**config.mk**
```make
export PLATFORM = sky130hd
export DESIGN_NAME = event_counter_pool
export DESIGN_NICKNAME = d
export VERILOG_FILES = /design/src/hdl/ecp_pkg.sv /design/src/hdl/event_counter_pool.sv
export SDC_FILE = /design/constraint.sdc
export NUM_CORES = 2
export LEC_CHECK = 0
export BUFFER_PORTS_ARGS = -buffer_cell sky130_fd_sc_hd__buf_4
export CAP_MARGIN = 20
export CORE_MARGIN = 5
export CORE_UTILIZATION = 30
export CTS_CLUSTER_SIZE = 25
export DETAILED_ROUTE_END_ITERATION = 7
export GPL_ROUTABILITY_DRIVEN = 0
export PLACE_DENSITY = 0.52
export RECOVER_POWER = 50
export REMOVE_ABC_BUFFERS = 1
export SLEW_MARGIN = 20
export SYNTH_ARGS = -nofsm -noshare
export SYNTH_HDL_FRONTEND = slang
export SYNTH_SLANG_ARGS = --single-unit
```
**constraint.sdc**
```tcl
create_clock -name clk -period 12.34 [get_ports clk]
set_input_delay 0.617 -clock clk [delete_from_list [all_inputs] [get_ports clk]]
set_output_delay 0.617 -clock clk [all_outputs]
set_load 0.02 [all_outputs]
```
**src/hdl/ecp_pkg.sv**
```systemverilog
// ----------------------------------------------------------------------------
// ecp_pkg
// Shared types and constants of the event counter pool.
// ----------------------------------------------------------------------------
package ecp_pkg;

	// pool geometry
	localparam int SLOTS   = 32;
	localparam int SLOT_AW = (SLOTS > 1) ? $clog2(SLOTS) : 1;
	localparam int SLOT_W  = 5;
	localparam int CNT_W   = 64;
	localparam int REF_W   = 16;

	localparam logic [REF_W-1:0] REF_MAX = '1;
	localparam logic [CNT_W-1:0] CNT_MAX = '1;

	// item widths
	localparam int IN_W  = 3 + SLOT_W + CNT_W;
	localparam int OUT_W = 2 + SLOT_W + CNT_W + 2;
	localparam int IN_TW  = ((IN_W + 7) / 8) * 8;
	localparam int OUT_TW = ((OUT_W + 7) / 8) * 8;

	typedef enum logic [2:0] {
		CMD_ALLOC   = 3'd0,
		CMD_ACQUIRE = 3'd1,
		CMD_RELEASE = 3'd2,
		CMD_READ    = 3'd3,
		CMD_WRITE   = 3'd4
	} cmd_t;

	typedef enum logic [1:0] {
		ST_OK          = 2'd0,
		ST_INVALID     = 2'd1,
		ST_WOULD_BLOCK = 2'd2,
		ST_NO_SPACE    = 2'd3
	} status_t;

	// one table entry
	typedef struct packed {
		logic [REF_W-1:0] refs;
		logic [CNT_W-1:0] count;
	} entry_t;

endpackage

```
**src/hdl/event_counter_pool.sv**
```systemverilog
// An accepted item is held in stage 1 with its table read data; its result
// is registered in the output register once that register is free or being
// drained, so m_tvalid waits while an earlier result is still held.
// A new item is accepted only after stage 1 has handed on its item: s_tready
// stays low from the counter table read until the table write-back.
// Reset: arst_n clears the in-use bitmap and all handshake state; counter
// table entries are not reset and are used only once alloc has written them.
// ----------------------------------------------------------------------------
// event_counter_pool
// Pool of event counters with alloc, acquire, release, read and write.
// ----------------------------------------------------------------------------
module event_counter_pool (
	input  logic                      clk,
	input  logic                      arst_n,
	input  logic                      s_tvalid,
	output logic                      s_tready,
	// cmd[2:0], slot[7:3], value[71:8]
	input  logic [ecp_pkg::IN_TW-1:0]  s_tdata,
	output logic                      m_tvalid,
	input  logic                      m_tready,
	// status[1:0], slot_out[6:2], read_value[70:7], readable[71], writable[72]
	output logic [ecp_pkg::OUT_TW-1:0] m_tdata
);
	import ecp_pkg::*;

	// counter table and in-use bitmap
	entry_t             table_mem [SLOTS];
	logic [SLOTS-1:0]   slot_used_q;

	// stage 1: accepted item and table read data
	logic               busy_s1;
	logic [2:0]         cmd_s1;
	logic [SLOT_W-1:0]  slot_s1;
	logic [CNT_W-1:0]   value_s1;
	entry_t             entry_s1;

	// output register
	logic               out_valid_q;
	logic [OUT_W-1:0]   out_data_q;

	logic               in_fire;
	logic               step_fire;
	logic [SLOT_AW-1:0] in_idx;
	logic [SLOT_AW-1:0] cur_idx;
	logic [SLOT_AW-1:0] free_idx;
	logic               pool_full;
	logic               slot_ok;
	logic               cur_used;

	// step results
	status_t            st_d;
	logic [SLOT_W-1:0]  slot_out_d;
	logic [CNT_W-1:0]   rd_d;
	logic               readable_d;
	logic               writable_d;
	logic               wr_en_d;
	logic [SLOT_AW-1:0] wr_idx_d;
	entry_t             wr_entry_d;
	logic               used_set_d;
	logic               used_clr_d;
	logic               used_new;
	logic [CNT_W-1:0]   count_new;
	logic [REF_W-1:0]   ref_dec;

	assign in_fire   = s_tvalid && s_tready;
	assign s_tready  = !busy_s1;
	assign step_fire = busy_s1 && (!out_valid_q || m_tready);
	assign in_idx    = SLOT_AW'(s_tdata[3 +: SLOT_W]);
	assign cur_idx   = SLOT_AW'(slot_s1);
	assign slot_ok   = 32'(slot_s1) < 32'(SLOTS);
	assign cur_used  = slot_ok && slot_used_q[cur_idx];

	// lowest free slot
	always_comb begin
		free_idx  = '0;
		pool_full = 1'b1;
		for (int i = SLOTS - 1; i >= 0; i--) begin
			if (!slot_used_q[i]) begin
				free_idx  = SLOT_AW'(i);
				pool_full = 1'b0;
			end
		end
	end

	// command evaluation on the read entry
	always_comb begin
		st_d       = ST_OK;
		slot_out_d = slot_s1;
		rd_d       = '0;
		wr_en_d    = 1'b0;
		wr_idx_d   = cur_idx;
		wr_entry_d = entry_s1;
		used_set_d = 1'b0;
		used_clr_d = 1'b0;
		used_new   = cur_used;
		count_new  = entry_s1.count;
		ref_dec    = (entry_s1.refs != '0) ? entry_s1.refs - 1'b1 : '0;
		if (cmd_s1 == CMD_ALLOC) begin
			if (pool_full) begin
				st_d       = ST_NO_SPACE;
				slot_out_d = '0;
				used_new   = 1'b0;
			end else begin
				wr_en_d          = 1'b1;
				wr_idx_d         = free_idx;
				wr_entry_d.refs  = REF_W'(1);
				wr_entry_d.count = {32'd0, value_s1[31:0]};
				used_set_d       = 1'b1;
				used_new         = 1'b1;
				count_new        = wr_entry_d.count;
				slot_out_d       = SLOT_W'(free_idx);
			end
		end else if (cmd_s1 > CMD_WRITE) begin
			st_d = ST_INVALID;
		end else if (!cur_used) begin
			st_d = ST_INVALID;
		end else begin
			case (cmd_s1)
				CMD_ACQUIRE: begin
					if (entry_s1.refs != REF_MAX) begin
						wr_en_d         = 1'b1;
						wr_entry_d.refs = entry_s1.refs + 1'b1;
					end
				end
				CMD_RELEASE: begin
					wr_en_d         = 1'b1;
					wr_entry_d.refs = ref_dec;
					if (ref_dec == '0) begin
						wr_entry_d.count = '0;
						used_clr_d       = 1'b1;
						used_new         = 1'b0;
						count_new        = '0;
					end
				end
				CMD_READ: begin
					if (entry_s1.count == '0) begin
						st_d = ST_WOULD_BLOCK;
					end else begin
						rd_d             = entry_s1.count;
						wr_en_d          = 1'b1;
						wr_entry_d.count = '0;
						count_new        = '0;
					end
				end
				default: begin
					// write: reject all ones, block on overflow
					if (value_s1 == CNT_MAX) begin
						st_d = ST_INVALID;
					end else if (entry_s1.count > ~value_s1) begin
						st_d = ST_WOULD_BLOCK;
					end else begin
						wr_en_d          = 1'b1;
						wr_entry_d.count = entry_s1.count + value_s1;
						count_new        = wr_entry_d.count;
					end
				end
			endcase
		end
		readable_d = used_new && (count_new != '0);
		writable_d = used_new && (count_new != CNT_MAX);
	end

	// table read on acceptance, write-back on step
	always_ff @(posedge clk) begin
		if (in_fire) begin
			entry_s1 <= table_mem[in_idx];
		end
		if (step_fire && wr_en_d) begin
			table_mem[wr_idx_d] <= wr_entry_d;
		end
	end

	// stage 1 payload
	always_ff @(posedge clk) begin
		if (in_fire) begin
			cmd_s1   <= s_tdata[2:0];
			slot_s1  <= s_tdata[3 +: SLOT_W];
			value_s1 <= s_tdata[3 + SLOT_W +: CNT_W];
		end
	end

	// stage 1 occupancy and in-use bitmap
	always_ff @(posedge clk or negedge arst_n) begin
		if (!arst_n) begin
			busy_s1     <= 1'b0;
			slot_used_q <= '0;
		end else begin
			if (in_fire) begin
				busy_s1 <= 1'b1;
			end else if (step_fire) begin
				busy_s1 <= 1'b0;
			end
			if (step_fire && used_set_d) begin
				slot_used_q[free_idx] <= 1'b1;
			end
			if (step_fire && used_clr_d) begin
				slot_used_q[cur_idx] <= 1'b0;
			end
		end
	end

	// output register control
	always_ff @(posedge clk or negedge arst_n) begin
		if (!arst_n) begin
			out_valid_q <= 1'b0;
		end else if (step_fire) begin
			out_valid_q <= 1'b1;
		end else if (m_tready) begin
			out_valid_q <= 1'b0;
		end
	end

	// output payload
	always_ff @(posedge clk) begin
		if (step_fire) begin
			out_data_q <= {writable_d, readable_d, rd_d, slot_out_d, st_d};
		end
	end

	assign m_tvalid = out_valid_q;
	assign m_tdata  = OUT_TW'(out_data_q);

	// an accepted item always occupies stage 1 next cycle
	a_accept_busy: assert property (@(posedge clk) disable iff (!arst_n)
		in_fire |=> busy_s1)
		else $error("accepted item not held in stage 1");

	// a stalled stage 1 keeps its command
	a_stall_hold: assert property (@(posedge clk) disable iff (!arst_n)
		busy_s1 && !step_fire |=> busy_s1 && $stable(cmd_s1) && $stable(slot_s1))
		else $error("stalled command changed");

	// every step produces a result
	a_step_result: assert property (@(posedge clk) disable iff (!arst_n)
		step_fire |=> m_tvalid)
		else $error("step produced no result");

	// a successful alloc marks its slot in use
	a_alloc_mark: assert property (@(posedge clk) disable iff (!arst_n)
		step_fire && cmd_s1 == CMD_ALLOC && !pool_full |=> slot_used_q[$past(free_idx)])
		else $error("allocated slot not marked in use");

	// no new item while stage 1 is occupied
	a_single_item: assert property (@(posedge clk) disable iff (!arst_n)
		busy_s1 |-> !in_fire)
		else $error("item accepted while stage 1 busy");

endmodule
```
==> impl_metrics.csv <==
group,metric,value,unit
global_routing,grt_pass1_wl,496.6,mm
clock_tree,cts_tree,"done",
synthesis,syn_inst,5464,
final_layout,nFillCells,35130,
clock_tree,cts_resized,0,
pwr,switchingPower,0.006610,W
outcome,violations,"capacitance limit, slew limit",
drt,vias,59990,
timing,worst_slew_pin_slew,7994,ps
timing,finalCritPeriodShare,78.93,%
critical_path,crit_arrival,10300,ps
critical_path,crit_path_max_fanout,49,
clock_tree,cts.sinks,2819,
floorplan,die-height,625.5,um
timing,finalHoldViolCount,0,
global_routing,antenna_found_initial,44,
synthesis,synth_edf_count,2785,
critical_path,worst_path_dominant_cell_family,"buffers and inverters",
clock_tree,cts-root-buf,"clkbuf_16",
pwr,p_seq_share,49.0,%
final_layout,drive_above_1_share,23.30,%
synthesis,yosysWarnings,0,
global_routing,gr-usage-all-layers,17.99,%
outcome,status,"finished, violations left",
pwr,p_leak,40.56,nW
placement,port-buffer-count,150,
synthesis,syn_avg_cell_area,20.80,um^2
timing,setup_viol,0,
drt,first_pass_iters,5,
critical_path,cp.required,12900,ps
clock_tree,clk_latency,890,ps
drt,first_iter_violations,6661,
drt,drt-total-wl,360.2,mm
floorplan,die_x,625.5,um
timing,rsz0062_at_grt,"false",
hold_path,hp-class,"in2reg",
placement,dpl.hpwl,204.3,mm
floorplan,coreArea,378100,um^2
synthesis,netlist-cell-type-count,87,
floorplan,die_area,391300,um^2
synthesis,synth_area,113700,um^2
pwr,intPower,0.01811,W
critical_path,worstSetupPathType,"in2reg",
pwr,powerDensity,187.8,nW/um^2
drt,ant_nets,0,
timing,slew_viol_final,1998,
drt,avgRoutedWirePerCell,32.19,um
synthesis,synth_flop_cell,"edfxtp_1",
critical_path,cp_slowest_cell,"clkbuf_1",
pwr,switching_share,26.74,%
pwr,combPwrFrac,14.3,%
timing,slew_headroom,-432.9,%
clock_tree,clock_path_buffers,4,
floorplan,rows,226,
global_routing,grt_remaining_overflow,0,
timing,clock_skew,80.44,ps
floorplan,pin_count,158,
drt,drc,0,
synthesis,ys_ff_latch,2819,
critical_path,cpMostUsedCell,"clkbuf_1",
timing,fin_setup_tns,0,ps
pwr,irDropWorstVdd,0.0001012,V
critical_path,path_buf_inv,3,
final_layout,stdcell_area,131700,um^2
clock_tree,postCtsSetupRepairBufs,0,
synthesis,ys_async_sr_fraction,1.206,%
clock_tree,path_clk_slew,60,ps
timing,min_period,9740,ps
global_routing,grt_start_max_net_pins,133,
critical_path,endpoint_kind,"flip-flop",
timing,max_freq,102.7,MHz
drt,avgViaCountPerCell,5.361,
clock_tree,numCtsBuffers,300,
clock_tree,postCtsHoldBufs,64,
synthesis,synth-seq-area-share,74.33,%
global_routing,grt_pass1_vias,60700,
critical_path,crit_path_cell_trace,"clkbuf_1, clkbuf_1, clkbuf_1, mux4_2, mux2_1",
placement,placed_cell_area,122200,um^2
final_layout,finish.utilization,34.82,%
final_layout,finalNetCount,6035,
pwr,power_frac_clock,36.8,%
flow_run,cap_viol_max_count,71,
floorplan,initial_utilization,30.06,%
critical_path,max_stage_delay,3730,ps
final_layout,syn_to_final_growth,15.83,%
critical_path,start_kind,"primary input",
clock_tree,cts-htree-levels,5,
-- synth_stat cells (all sizes together), types with 14 or more instances --
| library cell | count | area share [%] |
|---|---|---|
| a21o | 21 | 0.14 |
| a21oi | 190 | 0.84 |
| a22o | 16 | 0.12 |
| a22oi | 21 | 0.14 |
| a31oi | 16 | 0.10 |
| and2 | 50 | 0.28 |
| and3 | 19 | 0.10 |
| buf | 88 | 0.35 |
| clkbuf | 193 | 0.64 |
| dfrtp | 34 | 0.75 |
| edfxtp | 2785 | 74 |
| ha | 70 | 0.77 |
| inv | 74 | 0.24 |
| mux2 | 88 | 0.87 |
| mux2i | 20 | 0.18 |
| mux4 | 805 | 16 |
| nand2 | 175 | 0.58 |
| nand3 | 33 | 0.15 |
| nand4 | 77 | 0.44 |
| nor2 | 147 | 0.49 |
| nor3 | 59 | 0.26 |
| nor4 | 46 | 0.28 |
| o211ai | 21 | 0.14 |
| o21a | 14 | 0.099 |
| o21ai | 140 | 0.63 |
| xnor2 | 32 | 0.25 |
| xor2 | 26 | 0.20 |
-- stage by stage --
| step | instances | hold slack, ps | power [W] | setup slack, ps |
|---|---|---|---|---|
| 2_1_floorplan | 5189 | 321.4 | 0.01411 | 4466 |
| 5_1_grt | 11180 | 69.50 | 0.02557 | 2614 |
| 4_1_cts | 11130 | 1.713 | 0.02497 | 5229 |
| 6_report | 11190 | 100.8 | 0.02472 | 2600 |
| 3_5_place_dp | 10530 | 513.9 | 0.01587 | 5205 |
| 3_3_place_gp | 10530 | 496.6 | 0.01576 | 5329 |
-- sequential cells by signal, summed over array words and instances (netlist names) --
signal       count
out_data_q      73
entry_s1        80
cur_idx          5
busy_s1          1
table_mem     2560
m_tvalid         1
value_s1        64
slot_used_q     32
cmd_s1           3
-- area by class of cell --
cell class | count | area (um^2) | share of cell area [%]
Tap cell | 5016 | 6276 | 4.767
Antenna cell | 55 | 137.6 | 0.1045
Sequential cell | 2819 | 84480 | 64.17
Clock buffer | 374 | 7996 | 6.074
Clock inverter | 160 | 1779 | 1.351
Timing Repair Buffer | 397 | 2585 | 1.963
Multi-Input combinational cell | 2295 | 28110 | 21.36
Inverter | 75 | 282.8 | 0.2148
-- tightest hold or removal path: stages --
cell and delay [ps]:
buf_4 70, nand2b_1 120, nand2_1 70
-- cells by family (layout without fill, tap and decap cells) --
group                    count (synthesis)  count (layout)  share of synthesized area [%]
XOR/XNOR                                58              58                         0.4469
AND/OR/NAND/NOR                        691             691                          3.131
adder cells (fa/ha/maj)                 71              71                         0.7882
flip-flops                            2819            2819                          74.33
AO/OA/AOI/OAI                          555             555                          3.065
buffers and inverters                  356            1006                          1.237
other                                    1              62                       0.003299
multiplexers                           913             913                          17.00
-- layer usage --
metal	up-vias	wire length (um)	global-route usage (%)
li1	23990	-	-
met5	-	41	0
met1	32650	142100	23.64
met4	6	19220	7.667
met3	638	24510	2.629
met2	2706	174400	29.85
-- placed cells by master (no fill, tap or decap), types with 35 or more instances in the layout --
master / Yosys / layout
edfxtp_1: 2785 / 2785
mux4_2: 805 / 805
clkbuf_16: 0 / 310
clkbuf_1: 192 / 284
a21oi_1: 190 / 189
nand2_1: 175 / 175
nor2_1: 146 / 131
o21ai_0: 136 / 127
buf_4: 7 / 80
nand4_1: 76 / 77
inv_1: 74 / 72
ha_1: 70 / 70
dlygate4sd3_1: 0 / 67
mux2_1: 0 / 64
nor3_1: 58 / 59
clkinv_1: 1 / 57
diode_2: 0 / 55
clkinv_2: 0 / 42
nor4_1: 41 / 41
and2_0: 0 / 37
bufinv_16: 0 / 35
-- final timing paths --
| check | startpoint | to | slack [ps] | cells past startpoint |
|---|---|---|---|---|
| worst min-delay path | m_tready | m_tvalid | 100 | 3 |
| max in group asynchronous | arst_n | slot_used_q[0] | 10250 | 2 |
| min in group asynchronous | arst_n | busy_s1 | 900 | 2 |
| worst max register to register | cmd_s1[0] | out_data_q[72] | 2910 | 18 |
| worst max-delay path | s_tdata[7] | entry_s1[12] | 2600 | 5 |
| worst min register to register | m_tvalid | m_tvalid | 560 | 2 |
-- power by group through the flow --
stage	combinational (W)	clock [W]	sequential, W
6_report	0.00353	0.00909	0.0121
2_1_floorplan	0.00182	0	0.0123
5_1_grt	0.00375	0.00969	0.0121
3_5_place_dp	0.00365	0	0.0122
4_1_cts	0.00368	0.00927	0.0120
3_3_place_gp	0.00355	0	0.0122
No activity file was read; power rests on OpenSTA's default activity.
